[src/rtl/hwnld_pkg.sv]
// Package for the wrapped-normal log density core.
// Holds the field widths, fixed-point constants, controller states and the
// command and status structs shared by the controller and the datapath.
`default_nettype none
package hwnld_pkg;

    localparam int MAX_DIM_DEF = 64;
    localparam int VAL_W       = 16;
    localparam int SIG_W       = 15;
    localparam int CURV_W      = 16;
    localparam int RES_W       = 32;
    localparam int DCNT_W      = 7;
    localparam int WSUM_W      = 48;
    localparam int NSUM_W      = 40;
    localparam int DEN_W       = 37;
    localparam int MAN_W       = 31;
    localparam int LOG_W       = 22;
    localparam int ITER_W      = 6;
    localparam int DIV_STEPS   = 48;
    localparam int LOG_STEPS   = 16;

    localparam logic [CURV_W-1:0] CURV_RESET = 16'd4096;
    localparam logic [DEN_W-1:0]  ONE_Q36    = 37'h10_0000_0000;
    localparam logic [DEN_W-1:0]  DENOM_MIN  = 37'd6871948;
    localparam logic [31:0]       LN2_Q32    = 32'd2977044472;
    localparam logic [LOG_W-1:0]  LOG2_TOP   = 22'd2424832;

    typedef enum logic [3:0] {
        ST_IDLE,
        ST_DIV,
        ST_ACC,
        ST_MUL_LO,
        ST_MUL_HI,
        ST_SUM,
        ST_DEN,
        ST_NORM,
        ST_LOG_INIT,
        ST_SQ,
        ST_CMP,
        ST_LN,
        ST_SCALE,
        ST_RES
    } t_state;

    typedef struct packed {
        logic       load;
        logic       div_step;
        logic       acc;
        logic       mul_lo;
        logic       mul_hi;
        logic       sum;
        logic       den;
        logic       norm_step;
        logic       log_init;
        logic       sq;
        logic       cmp;
        logic [3:0] bit_idx;
        logic       ln;
        logic       scale;
        logic       finish;
    } t_cmd;

    typedef struct packed {
        logic last;
        logic m_top;
        logic out_free;
    } t_status;

endpackage
`default_nettype wire

[src/rtl/hwnld_ctrl.sv]
// Controller state machine for the wrapped-normal log density core.
// Sequences the divider, accumulation and log iteration; uses hwnld_pkg.
`default_nettype none
module hwnld_ctrl (
    input  wire                i_clk,
    input  wire                i_rst_n,
    input  wire                i_valid,
    output logic               o_stall,
    input  hwnld_pkg::t_status i_status,
    output hwnld_pkg::t_cmd    o_cmd
);
    import hwnld_pkg::*;

    t_state            r_state, n_state;
    logic [ITER_W-1:0] r_iter, n_iter;

    always_ff @(posedge i_clk) begin
        if (!i_rst_n) begin
            r_state <= ST_IDLE;
            r_iter  <= '0;
        end else begin
            r_state <= n_state;
            r_iter  <= n_iter;
        end
    end

    always_comb begin
        n_state = r_state;
        n_iter  = r_iter;
        o_cmd   = '0;
        o_stall = (r_state != ST_IDLE);
        unique case (r_state)
            ST_IDLE: begin
                if (i_valid) begin
                    o_cmd.load = 1'b1;
                    n_iter     = '0;
                    n_state    = ST_DIV;
                end
            end
            ST_DIV: begin
                o_cmd.div_step = 1'b1;
                if (r_iter == ITER_W'(DIV_STEPS - 1)) begin
                    n_state = ST_ACC;
                end else begin
                    n_iter = r_iter + 1'b1;
                end
            end
            ST_ACC: begin
                o_cmd.acc = 1'b1;
                n_state   = i_status.last ? ST_MUL_LO : ST_IDLE;
            end
            ST_MUL_LO: begin
                o_cmd.mul_lo = 1'b1;
                n_state      = ST_MUL_HI;
            end
            ST_MUL_HI: begin
                o_cmd.mul_hi = 1'b1;
                n_state      = ST_SUM;
            end
            ST_SUM: begin
                o_cmd.sum = 1'b1;
                n_state   = ST_DEN;
            end
            ST_DEN: begin
                o_cmd.den = 1'b1;
                n_state   = ST_NORM;
            end
            ST_NORM: begin
                if (i_status.m_top) begin
                    n_state = ST_LOG_INIT;
                end else begin
                    o_cmd.norm_step = 1'b1;
                end
            end
            ST_LOG_INIT: begin
                o_cmd.log_init = 1'b1;
                n_iter         = '0;
                n_state        = ST_SQ;
            end
            ST_SQ: begin
                o_cmd.sq = 1'b1;
                n_state  = ST_CMP;
            end
            ST_CMP: begin
                o_cmd.cmp     = 1'b1;
                o_cmd.bit_idx = 4'(LOG_STEPS - 1) - r_iter[3:0];
                if (r_iter == ITER_W'(LOG_STEPS - 1)) begin
                    n_state = ST_LN;
                end else begin
                    n_iter  = r_iter + 1'b1;
                    n_state = ST_SQ;
                end
            end
            ST_LN: begin
                o_cmd.ln = 1'b1;
                n_state  = ST_SCALE;
            end
            ST_SCALE: begin
                o_cmd.scale = 1'b1;
                n_state     = ST_RES;
            end
            ST_RES: begin
                if (i_status.out_free) begin
                    o_cmd.finish = 1'b1;
                    n_state      = ST_IDLE;
                end
            end
            default: begin
                n_state = ST_IDLE;
            end
        endcase
    end

endmodule
`default_nettype wire

[config.mk]
export PLATFORM = sky130hd
export DESIGN_NAME = hwnld_ctrl
export DESIGN_NICKNAME = d
export VERILOG_FILES = /design/src/rtl/hwnld_pkg.sv /design/src/rtl/hwnld_ctrl.sv
export SDC_FILE = /design/constraint.sdc
export NUM_CORES = 1
export LEC_CHECK = 0
export ABC_AREA = 0
export BUFFER_PORTS_ARGS = -buffer_cell sky130_fd_sc_hd__buf_4
export CORE_ASPECT_RATIO = 0.75
export CORE_MARGIN = 5
export CORE_UTILIZATION = 40
export DETAILED_ROUTE_END_ITERATION = 8
export PLACE_DENSITY = 0.75
export RECOVER_POWER = 100
export SYNTH_ARGS = -nofsm -noshare
export SYNTH_HDL_FRONTEND = slang
export SYNTH_SLANG_ARGS = --single-unit
[constraint.sdc]
create_clock -name i_clk -period 1.5 [get_ports i_clk]
set_clock_uncertainty 0.05 [all_clocks]
set_input_delay 0.075 -clock i_clk [delete_from_list [all_inputs] [get_ports i_clk]]
set_output_delay 0.075 -clock i_clk [all_outputs]
set_load 0.005 [all_outputs]
==> out/results.txt, run 1 <==
Total wire length after detailed routing: 4090 um. For the worst-skew pair, the clock arrives at the later sink with an insertion delay of 270 ps. Setup slack on the worst reg-to-reg path comes out at -120 ps. The logs give 0 for the number of remaining DRC errors and 42 for the distinct cell type count after synthesis.

The tightest min-delay check is of the in -> reg type. The clock period minus final worst setup slack is 1623 ps, and the share of async-settable or async-resettable flops after synthesis is 0. The clock net sink count is 10, and the number of placed I/O pins is 25. For the number of global-route vias before repair, the log shows 1151. The global-route usage over all layers came out at 0.2224. The synthesized design contains 10 register bits. Traced cell by cell, the critical path runs through nand4b_1 -> buf_4 -> buf_4 -> nor3_1 -> o221a_1. Residual antenna-violating net count after detailed routing: 0.

The core region is 2032 um2. For the number of setup violations in the final report, the log shows 9. The ratio of final minimum period to clock period was 1.082. The delay of the slowest critical-path stage was 500 ps; the maximum buffer depth of the clock tree was 2.

TritonCTS built the clock tree. Detailed placement ended at an HPWL of 2111 um. Pin count of the biggest net entering global routing: 18.

The minimum hold slack is 58.64 ps, and the share of synthesized area occupied by flip-flops and latches is 0.2329. The effective utilization at floorplan was 0.4230. The commonest cells after synthesis are sky130_fd_sc_hd__nor2_1, sky130_fd_sc_hd__dfxtp_1, sky130_fd_sc_hd__nor3_1. In this run the static leakage power is 0.0007070 uW. For the max-slew violation count, the log shows 0. The detailed router placed 1262 vias in this run. For this run, the detailed router's first-pass iteration total came to 4. Post-synthesis instance area: 859.6 um2. The global-route wire length before repair is 5609 um, and the y dimension of the die is 50.15 um.

At the pin with the least slew margin, the transition time is 385.5 ps. The post-synthesis to final-layout area growth is 97.38%. The flow ran to the end, but the final reports show violations. 0 antenna diodes ended up in the layout.

Summed over all instances, the cell type with the most area after synthesis is sky130_fd_sc_hd__dfxtp_1. In the post-synthesis netlist, the cell with the most instances is sky130_fd_sc_hd__nor2_1. Among the stages of the critical path, the cell type that occurs most often is sky130_fd_sc_hd__buf_4.

The area share of the largest cell type after synthesis works out to 0.2329. Routability-driven placement finished with a final weighted congestion of 0.8614. The worst setup path is launched from a flop. Static timing analysis puts the maximum clock frequency at 0.6163 GHz. In this run the clock root is driven by a sky130_fd_sc_hd__clkbuf_4. The tools report the first-iteration detailed-routing DRC count as 120. The die covers 3186 um2. The horizontal die dimension is 63.53 um, and the number of warnings printed during yosys synthesis is 0.

For the number of buffers inserted for hold repair after clock tree synthesis, the log shows 0. The number of antenna violations at the first check in global routing is 0. Share of post-route cells with drive strength above 1: 0.6629.

The level count of the clock H-tree is 1. The number of buffers and inverters on the critical path is 2. After technology mapping, the gate count stands at 116. The largest delay contributor family on the critical path was flip-flops. The number of placement rows was 14. In the final routed layout, each cell accounts on average for 20.55 um.

Along the worst path, the maximum fanout reaches 6. The most used flip-flop cell after synthesis is sky130_fd_sc_hd__dfxtp_1. STA puts the critical path data required time at 1660 ps.

The clock transition at the register clock pins on the worst setup and hold paths after CTS is 70 ps, and the count of flip-flops with a built-in enable after synthesis is 0. In this run the power density over the cells is 584.2 nW/um2. IR analysis of the VDD net gives a maximum drop of 698.6 uV. The final design utilization was 0.8350; the number of buffers inserted by port buffering was 24. The number of nets in the layout was 183.

The critical path is of the reg -> reg type. Using the TritonRoute via totals, the vias-per-cell ratio works out to 6.342. Setup repair after global routing could not meet its margin everywhere.

Element type at the critical path end: a flop. A synthesized cell averages 7.410 um2. The endpoint arrival time on the critical path is 1780 ps. The checks that failed: setup timing. The number of clock buffers added by TritonCTS is 3. The tools report the number of nets in the synthesized netlist as 123. The remaining max-slew budget at the tightest pin is 0.7396. The tool flagged a number of max-cap violations equal to 0.

The least setup slack across all paths after layout is -122.6 ps, and the aggregate global routing overflow is 0. Post-route total power: 991.1 uW. By area the synthesized netlist is led by sky130_fd_sc_hd__dfxtp_1, sky130_fd_sc_hd__nor3_1, sky130_fd_sc_hd__nor2_1.

The run gives 0 as the hold violation count in the final report. For this design, the slowest cell found on the critical path is sky130_fd_sc_hd__dfxtp_1.
through the flow:
stage | TNS [ps] | instance area, um2 | std cells | setup slack [ps]
floorplan | -1.905 | 860.8 | 116 | -1.079
global placement | 0 | 1210 | 179 | 4.173
detailed placement | -211.7 | 1210 | 179 | -79.36
CTS | 0 | 1414 | 188 | 1.844
global route | -854.4 | 1697 | 199 | -129.8
finish | -351.1 | 1697 | 199 | -122.6
sequential cells by signal, summed over array words and instances, names as in the netlist:
register	cells
r_iter	6
r_state	4
layout make-up:
| class | instances | area [um2] |
|---|---|---|
| Timing Repair Buffer | 65 | 583.1 |
| Tap cell | 24 | 30.03 |
| Multi-Input combinational cell | 92 | 809.5 |
| Inverter | 4 | 17.52 |
| Sequential cell | 10 | 220.2 |
| Clock buffer | 4 | 36.28 |
| Fill cell | 107 | 335.3 |
cells in the final DEF (no fill, tap or decap), drive strengths merged, types with 2 or more instances in the layout:
| master | Yosys | layout |
|---|---|---|
| o2bb2ai | 2 | 2 |
| or3 | 3 | 3 |
| nor2 | 13 | 13 |
| nor3 | 10 | 10 |
| clkbuf | 1 | 5 |
| a21oi | 9 | 9 |
| inv | 4 | 4 |
| or4 | 3 | 3 |
| buf | 9 | 64 |
| nand2b | 5 | 5 |
| and3 | 2 | 2 |
| nand2 | 9 | 9 |
| a21boi | 2 | 2 |
| nor3b | 2 | 2 |
| a211oi | 2 | 2 |
| nand4bb | 2 | 2 |
| nand3 | 2 | 2 |
| dfxtp | 10 | 10 |
| o31ai | 4 | 4 |
| o21ai | 5 | 5 |
power breakdown:
part	total [uW]	switching (uW)	internal (uW)
logic	436	195	241
clock network	250	103	148
registers	305	27.9	278
kinds of logic after synthesis:
logic type	count (synthesis)	share of synthesized area
AOI/OAI and AO/OA	35	0.3042
buffers and inverters	14	0.08878
and+or+nand+nor	56	0.3595
adders and majority gates	1	0.01455
DFF	10	0.2329
timing repair:
item / CTS / global route
pin swaps: 9 / 9
setup endpoints to repair: 19 / 18
gates resized for setup: 27 / 44
buffers inserted: 6 / 11
gates cloned: 0 / 1
path summary, 6_finish.rpt:
kind / end / startpoint / depth (start not counted)
setup / recovery: r_state[1] / r_iter[3] / 5
hold / removal: r_state[2] / i_rst_n / 2
setup reg to reg: r_state[1] / r_iter[3] / 5
hold reg to reg: r_iter[5] / r_iter[5] / 2
layer usage:
metal / routed length [um] / global-route usage / up-vias
met5: 0 / 0 / -
met4: 142 / 0.07612 / 0
met3: 381 / 0.08259 / 14
met2: 1971 / 0.3682 / 89
met1: 1595 / 0.2665 / 609
li1: - / - / 550
No activity file was read; power rests on OpenSTA's default activity.
==> run 2: changes to the inputs <==
--- a/config.mk
+++ b/config.mk
@@ -7,11 +7,12 @@
 export LEC_CHECK = 0
 export ABC_AREA = 0
 export BUFFER_PORTS_ARGS = -buffer_cell sky130_fd_sc_hd__buf_4
+export CAP_MARGIN = 20
 export CORE_ASPECT_RATIO = 0.75
 export CORE_MARGIN = 5
-export CORE_UTILIZATION = 40
+export CORE_UTILIZATION = 45
 export DETAILED_ROUTE_END_ITERATION = 8
-export PLACE_DENSITY = 0.75
+export PLACE_DENSITY = 0.82
 export RECOVER_POWER = 100
 export SYNTH_ARGS = -nofsm -noshare
 export SYNTH_HDL_FRONTEND = slang
==> run 2 against run 1 <==
Effect of this change: the run still ends with setup timing left; critical endpoint is now o_cmd[0]; fmax decreased by 5.0%; routed wire length increased by 22%; combinational power hardly changed; clock power fell by 16%; power down 3.6%; flip-flop and latch count did not move; critical path type is now reg -> out; highest routed layer unchanged.
==> out/results.txt, run 2 (synthesis results as in run 1) <==
The flow ran to the end, but the final reports show violations. The checks that failed: setup timing. Worst-case setup slack after placement: -49.87 ps.

The critical path launch point type is a flop. The number of setup violations in the final report is 21, and the residual antenna-violating net count after detailed routing is 0. The number of buffers inserted for hold repair after clock tree synthesis was 0. 25 I/O pins were placed.

The logs give 13 for the number of placement rows and 0.5855 GHz for the fmax. TritonCTS built the clock tree. After the last flow step, the layout net total stands at 180. The total number of vias came out at 1413. The area growth from synthesis to layout is 85.15%.

STA classifies the critical path endpoint as an output port. The routed design has 4996 um of wire. The logs give 0.219 for the clock network fraction of design power and 7 for the detailed-router iteration count before antenna repair.

From bottom edge to top edge, the die measures 47.85 um. The number of max-capacitance violations reported is 0. The critical path crosses 4 cells after its start point. The run gives 0.8977 as the final design utilization. At the pin with the least slew margin, the transition time is 339.9 ps.

IR analysis of the VDD net gives a maximum drop of 738.3 uV. The TritonCTS buffer count came out at 3. Dividing the detail-routed via count by the number of cells gives 7.321. The run gives 1 as the level count of the clock H-tree.

Detailed placement ended at an HPWL of 2117 um. The startpoint of the worst hold path was i_rst_n. The logs give 1093 for the number of global-route vias before repair and 1773 um2 for the core box area. The analysis attributes to cell leakage a power of 0.0006631 uW.

The critical-path maximum fanout was 15; the total buffers and inverters traversed by the critical path was 2. Once layout is done, the placed cells without fillers occupy 1592 um2. The first-iteration detailed-routing DRC count was 269; the clock net sink count was 10. The first global-routing pass estimated 5306 um of wire. The tools report the max-slew violation count as 0.

Routability-driven placement finished with a final weighted congestion of 0.8963. The pin count of the biggest net entering global routing was 16; the die area was 2893 um2. By startpoint and endpoint, the worst setup path is classified as reg -> out. The effective utilization at floorplan was 0.4848. The tools report the combinational share of power as 0.457. Data required time at the worst endpoint: 1370 ps. The tools report the antenna cell count as 0. The largest delay contributor family on the critical path is simple AND/OR/NAND/NOR gates. The logs give 0.2523 for the global-route usage over all layers and 280 ps for the clock insertion delay at the later pin of the skew report. The tools report the hold-critical path endpoint as r_state[2]. The register with the most flip-flops in the final layout is r_iter.

For the switching power, the log shows 359.7 uW. The library cell used most frequently in the layout, excluding fill and tap cells, is sky130_fd_sc_hd__buf_4. In the final routed layout, each cell accounts on average for 25.89 um. No sink is reached through more buffers than the 2 on the longest clock path.

The ratio of final minimum period to clock period works out to 1.139. The number of antenna violations at the first check in global routing was 0. The switching fraction of total power works out to 0.3766. From left edge to right edge, the die measures 60.47 um. The internal power summed over all cells was 595.6 uW.

The library cells used most frequently in the layout, excluding fill and tap cells, are sky130_fd_sc_hd__buf_4, sky130_fd_sc_hd__buf_6, sky130_fd_sc_hd__nand2_1, sky130_fd_sc_hd__nor2_1, sky130_fd_sc_hd__a21oi_1. The hold violation count in the final report came out at 0. The worst hold path belongs to the class in -> reg. Remaining max-slew budget at the tightest pin: 0.7731. The worst hold path passes through 2 cells. Counting cells, the worst reg-to-reg path comes to 6.

Clock-pin slew was measured on the worst setup and hold paths at 80 ps. The sequential fraction of design power is 0.324. The largest registers in the layout are r_iter: 6 flops, r_state: 4 flops. In this run the clock root is driven by a sky130_fd_sc_hd__clkbuf_4. Number of remaining DRC errors: 0.

The clock period minus final worst setup slack came out at 1708 ps. Final hold analysis gives a worst-case slack of 31.62 ps. For this run, the slowest stage of the critical path takes 440 ps. The count of fill cells added during filler insertion was 74. The critical-path cell with the highest stage delay is sky130_fd_sc_hd__dfxtp_4.

The worst register-to-register path begins at r_state[3]. The share of post-route cells with drive strength above 1 is 0.5965, and the endpoint arrival time on the critical path is 1580 ps. The worst register-to-register path has a setup slack of -150 ps. Setup repair after global routing could not meet its margin everywhere.

For the placement-stage cell area, the log shows 1230 um2. In this run the critical register-to-register path is captured at r_state[0]. For this run the aggregate overflow at the end of global routing stands at 0.

The least setup slack across all paths after layout was -208.0 ps. The number of flip-flops under the largest register name works out to 6. The number of buffers inserted by port buffering was 24.

The total power per unit cell area is 600.2 nW/um2. Walking the worst path, the cells encountered are buf_8 -> nand2_1 -> nor3_2 -> buf_4.
## run 2: cell count changes in the layout (fill, tap and decap cells not counted), sizes merged
| cell | delta |
|---|---|
| buf | -2 |
| clkbuf | -2 |
## run 2: layer usage
layer / global-route usage / vias to the layer above / routed length [um]
met5: 0 / - / 0
met4: 0.09524 / 0 / 439
met3: 0.07547 / 61 / 781
met2: 0.4353 / 181 / 2005
met1: 0.3013 / 622 / 1769
li1: - / 549 / -
## run 2: area by class of cell
class / count / area [um2] / area share
clock buffer: 3 / 22.52 / 0.01415
multi-input combinational: 92 / 757.0 / 0.4756
timing repair buffer: 62 / 550.5 / 0.3459
sequential: 10 / 219.0 / 0.1376
inverter: 4 / 15.01 / 0.009434
tap: 22 / 27.53 / 0.01730
## run 2: power by group through the flow
stage	Clock, uW	Sequential [uW]	Combinational, uW
3_5_place_dp	0	304	280
4_1_cts	192	296	323
5_1_grt	219	309	445
6_report	209	310	437
3_3_place_gp	0	302	270
2_1_floorplan	0	296	157
## run 2: worst max path at each step
stage,from,to
3_5_place_dp,r_iter[0],r_iter[2]
3_3_place_gp,r_iter[0],r_iter[2]
5_1_grt,r_state[0],o_cmd[0]
2_1_floorplan,r_state[1],r_iter[2]
6_report,r_state[0],o_cmd[0]
4_1_cts,r_iter[0],r_iter[3]
## run 2: repair_timing
| action | CTS | global route |
|---|---|---|
| resized for setup | 22 | 38 |
| buffers inserted | 3 | 7 |
| pin swaps | 5 | 11 |
| endpoints found under the setup margin | 20 | 20 |
## run 2: worst register-to-register path: stages (launching register included)
cell and delay [ps]:
sky130_fd_sc_hd__dfxtp_4 400, sky130_fd_sc_hd__buf_8 140, sky130_fd_sc_hd__nor4b_4 360, sky130_fd_sc_hd__buf_4 190
sky130_fd_sc_hd__buf_4 110, sky130_fd_sc_hd__a21oi_1 80, sky130_fd_sc_hd__a21boi_1 220
## run 2: metrics by stage
step | instances | TNS (ps) | total power (uW)
floorplan | 116 | -1.905 | 453.7
global placement | 180 | -26.49 | 571.8
detailed placement | 180 | -173.3 | 584.2
CTS | 186 | -132.3 | 810.8
global route | 193 | -2211 | 972.4
finish | 193 | -1674 | 955.3
==> run 3: changes to the inputs <==
--- a/config.mk
+++ b/config.mk
@@ -6,12 +6,13 @@
 export NUM_CORES = 1
 export LEC_CHECK = 0
 export ABC_AREA = 0
-export BUFFER_PORTS_ARGS = -buffer_cell sky130_fd_sc_hd__buf_4
+export BUFFER_PORTS_ARGS = -buffer_cell sky130_fd_sc_hd__buf_2
 export CAP_MARGIN = 20
 export CORE_ASPECT_RATIO = 0.75
 export CORE_MARGIN = 5
 export CORE_UTILIZATION = 45
 export DETAILED_ROUTE_END_ITERATION = 8
+export HOLD_SLACK_MARGIN = 0.06
 export PLACE_DENSITY = 0.82
 export RECOVER_POWER = 100
 export SYNTH_ARGS = -nofsm -noshare
==> run 3 against run 2 <==
Effect of this change: the run still ends with setup timing left; fmax is 6.5% higher; via count is 10% lower; global-route usage is 3.0 points lower; final area is 9.6% lower; final cell count is 4.1% lower; combinational power is 12% lower; sequential power is 2% lower; hold slack better by 200 ps.
==> out/results.txt, run 3 (synthesis results as in run 1) <==
The library cells used most frequently in the layout, excluding fill and tap cells, are sky130_fd_sc_hd__buf_2, sky130_fd_sc_hd__buf_4, sky130_fd_sc_hd__nor2_1, sky130_fd_sc_hd__nand2_1, sky130_fd_sc_hd__a21oi_2. The least setup slack across all paths after layout was -104.5 ps. Summed over all cells, the static leakage comes to 0.0006223 uW. Effective utilization at floorplan: 0.4848. For the data required time at the worst endpoint, the log shows 1650 ps.

The routed via count divided by cell count is 6.838. The tools report the hold violation count in the final report as 0. The logs give 11 for the pin count of the biggest net entering global routing and 3 for the TritonCTS buffer count. The switching fraction of total power was 0.3437; the clock net sink count was 10. After detailed routing, the average wire length per cell comes to 22.63 um. The count of fill cells added during filler insertion was 92; the detailed-router iteration count before antenna repair was 5.

The run finished, with violations left. In this run the count of I/O pins placed on the die edge is 25. The checks that failed: setup timing. Maximum buffer depth of the clock tree: 2.

Routability-driven placement finished with a final weighted congestion of 0.8389. Setup repair after global routing could not meet its margin everywhere. In the final layout, the registers with the most flip-flops are r_iter: 6 flops, r_state: 4 flops. The register with the most flip-flops in the layout has 6 of them.

After clock tree synthesis, the clock-pin slew on the worst setup and hold paths is 70 ps. The count of nets left with antenna violations once routing finished came out at 0. The level count of the clock H-tree was 1. The detailed router placed 1265 vias in this run. The core box area is 1773 um2, and the antenna cell count is 0.

After the first detailed-routing iteration, the DRC count stood at 125. The remaining max-slew budget at the tightest pin is 0.7384. The cell sitting at the root of the clock tree is a sky130_fd_sc_hd__clkbuf_4.

The register with the most flip-flops was r_iter. For this run, the top clock speed supported by timing is 0.6232 GHz. The critical path launch point type was a flop. The critical-path maximum fanout works out to 7.

The tool flagged a number of max-cap violations equal to 0. The tightest min-delay check is of the in -> reg type. The sequential fraction of design power is 0.321. TritonCTS built the clock tree. The first global-routing pass estimated 4692 um of wire. At the end of the flow, the number of nets in the layout was 171. The critical path in this run is classified as reg -> reg. The combinational share of power is 0.407, and the total power per unit cell area is 655.6 nW/um2.

Buffers placed on the I/O ports in this run total 24. The worst hold path passes through 3 cells. The number of global-route vias before repair came out at 1022. The global-route usage over all layers was 0.2225; the total instance count after detailed placement was 175.

The number of cells in the finished layout apart from fillers is 185, and the number of antenna violations at the first check in global routing is 0. For the clock network fraction of design power, the log shows 0.272. The element type at the critical path end is a flop. In this run the horizontal extent of the chip is 60.47 um. The total area of multi-input combinational cells was 767.0 um2. The number of setup violations in the final report was 14; the share of post-route cells with drive strength above 1 was 0.5828. In the routed design, unresolved DRC markers number 0. The final setup TNS is -644.9 ps. Summed over all nets, the switching power comes to 324.2 uW.

The tightest hold path in the finished design has a slack of 230.9 ps. The die covers 2893 um2. The internal power of the cells totals 619.1 uW.

The tools report the area occupied by registers as 215.2 um2. The maximum vdd drop is 857.3 uV, and the post-synthesis to final-layout area growth is 67.39%. For the number of placement rows, the log shows 13.

For the detailed placement HPWL, the log shows 2076 um. The endpoint arrival time on the critical path was 1750 ps; the depth of the worst register-to-register path was 5. The ratio of final minimum period to clock period came out at 1.070. Summed over all layers, the global routing overflow is 0. The routed design could run at a clock period as short as 1605 ps. Clock latency on the worst-skew pair, taken at its later pin, is 280 ps.

The final layout contains routed wiring with a total length of 4186 um. Max-slew violation count: 0. The floorplan step set the die height to 47.85 um. At the pin with the least slew margin, the transition time is 389.1 ps.
[run 3: what timing repair did]
item,CTS,global route
cloned,0,0
gates resized for setup,11,37
buffers inserted,2,4
setup endpoints to repair,17,20
hold buffers,1,0
endpoints found under the hold margin,2,0
pin swaps,2,7
[run 3: path summary, 6_finish.rpt]
kind | slack [ps] | start | end
hold reg to reg | 510 | r_iter[5] | r_iter[5]
setup reg to reg | -100 | r_state[1] | r_state[3]
hold / removal | 230 | i_status[1] | r_state[1]
setup / recovery | -100 | r_state[1] | r_state[3]
[run 3: per-layer routing]
layer  up-vias  GRT usage  routed length, um
met5         -          0                  0
met4         0     0.1212                289
met3        39    0.07817                531
met2       131     0.3707               1838
met1       572     0.2551               1525
li1        523          -                  -
[run 3: area by class of cell]
cell class / count / area share
multi-input cells: 92 / 0.5330
repair buffers: 53 / 0.2626
flip-flops and latches: 10 / 0.1496
clock buffers: 4 / 0.02522
well taps: 22 / 0.01913
inverters: 4 / 0.01043
[run 3: critical path, cell delays in order (launching register included)]
cell and delay [ps]:
sky130_fd_sc_hd__dfxtp_4 360, sky130_fd_sc_hd__buf_12 140, sky130_fd_sc_hd__nor3b_4 150, sky130_fd_sc_hd__o211a_1 290, sky130_fd_sc_hd__or3_1 350, sky130_fd_sc_hd__a21boi_1 170
[run 3: power groups by stage]
stage / Combinational, uW / Sequential, uW / Clock [uW]
final: 384 / 303 / 256
after floorplan: 157 / 296 / 0
after global placement: 245 / 301 / 0
after CTS: 283 / 296 / 255
after global routing: 402 / 305 / 272
after detailed placement: 256 / 303 / 0
[run 3: metrics by stage]
stage	worst slack, ps	instance area (um2)	total power [uW]	util
3_5_place_dp	-56.14	1132	558.4	0.6387
6_report	-104.5	1439	943.3	0.8116
2_1_floorplan	-1.079	860.8	453.7	-
3_3_place_gp	12.99	1132	545.9	0.6387
4_1_cts	-11.70	1229	834.3	0.6930
5_1_grt	-207.2	1439	978.6	0.8116
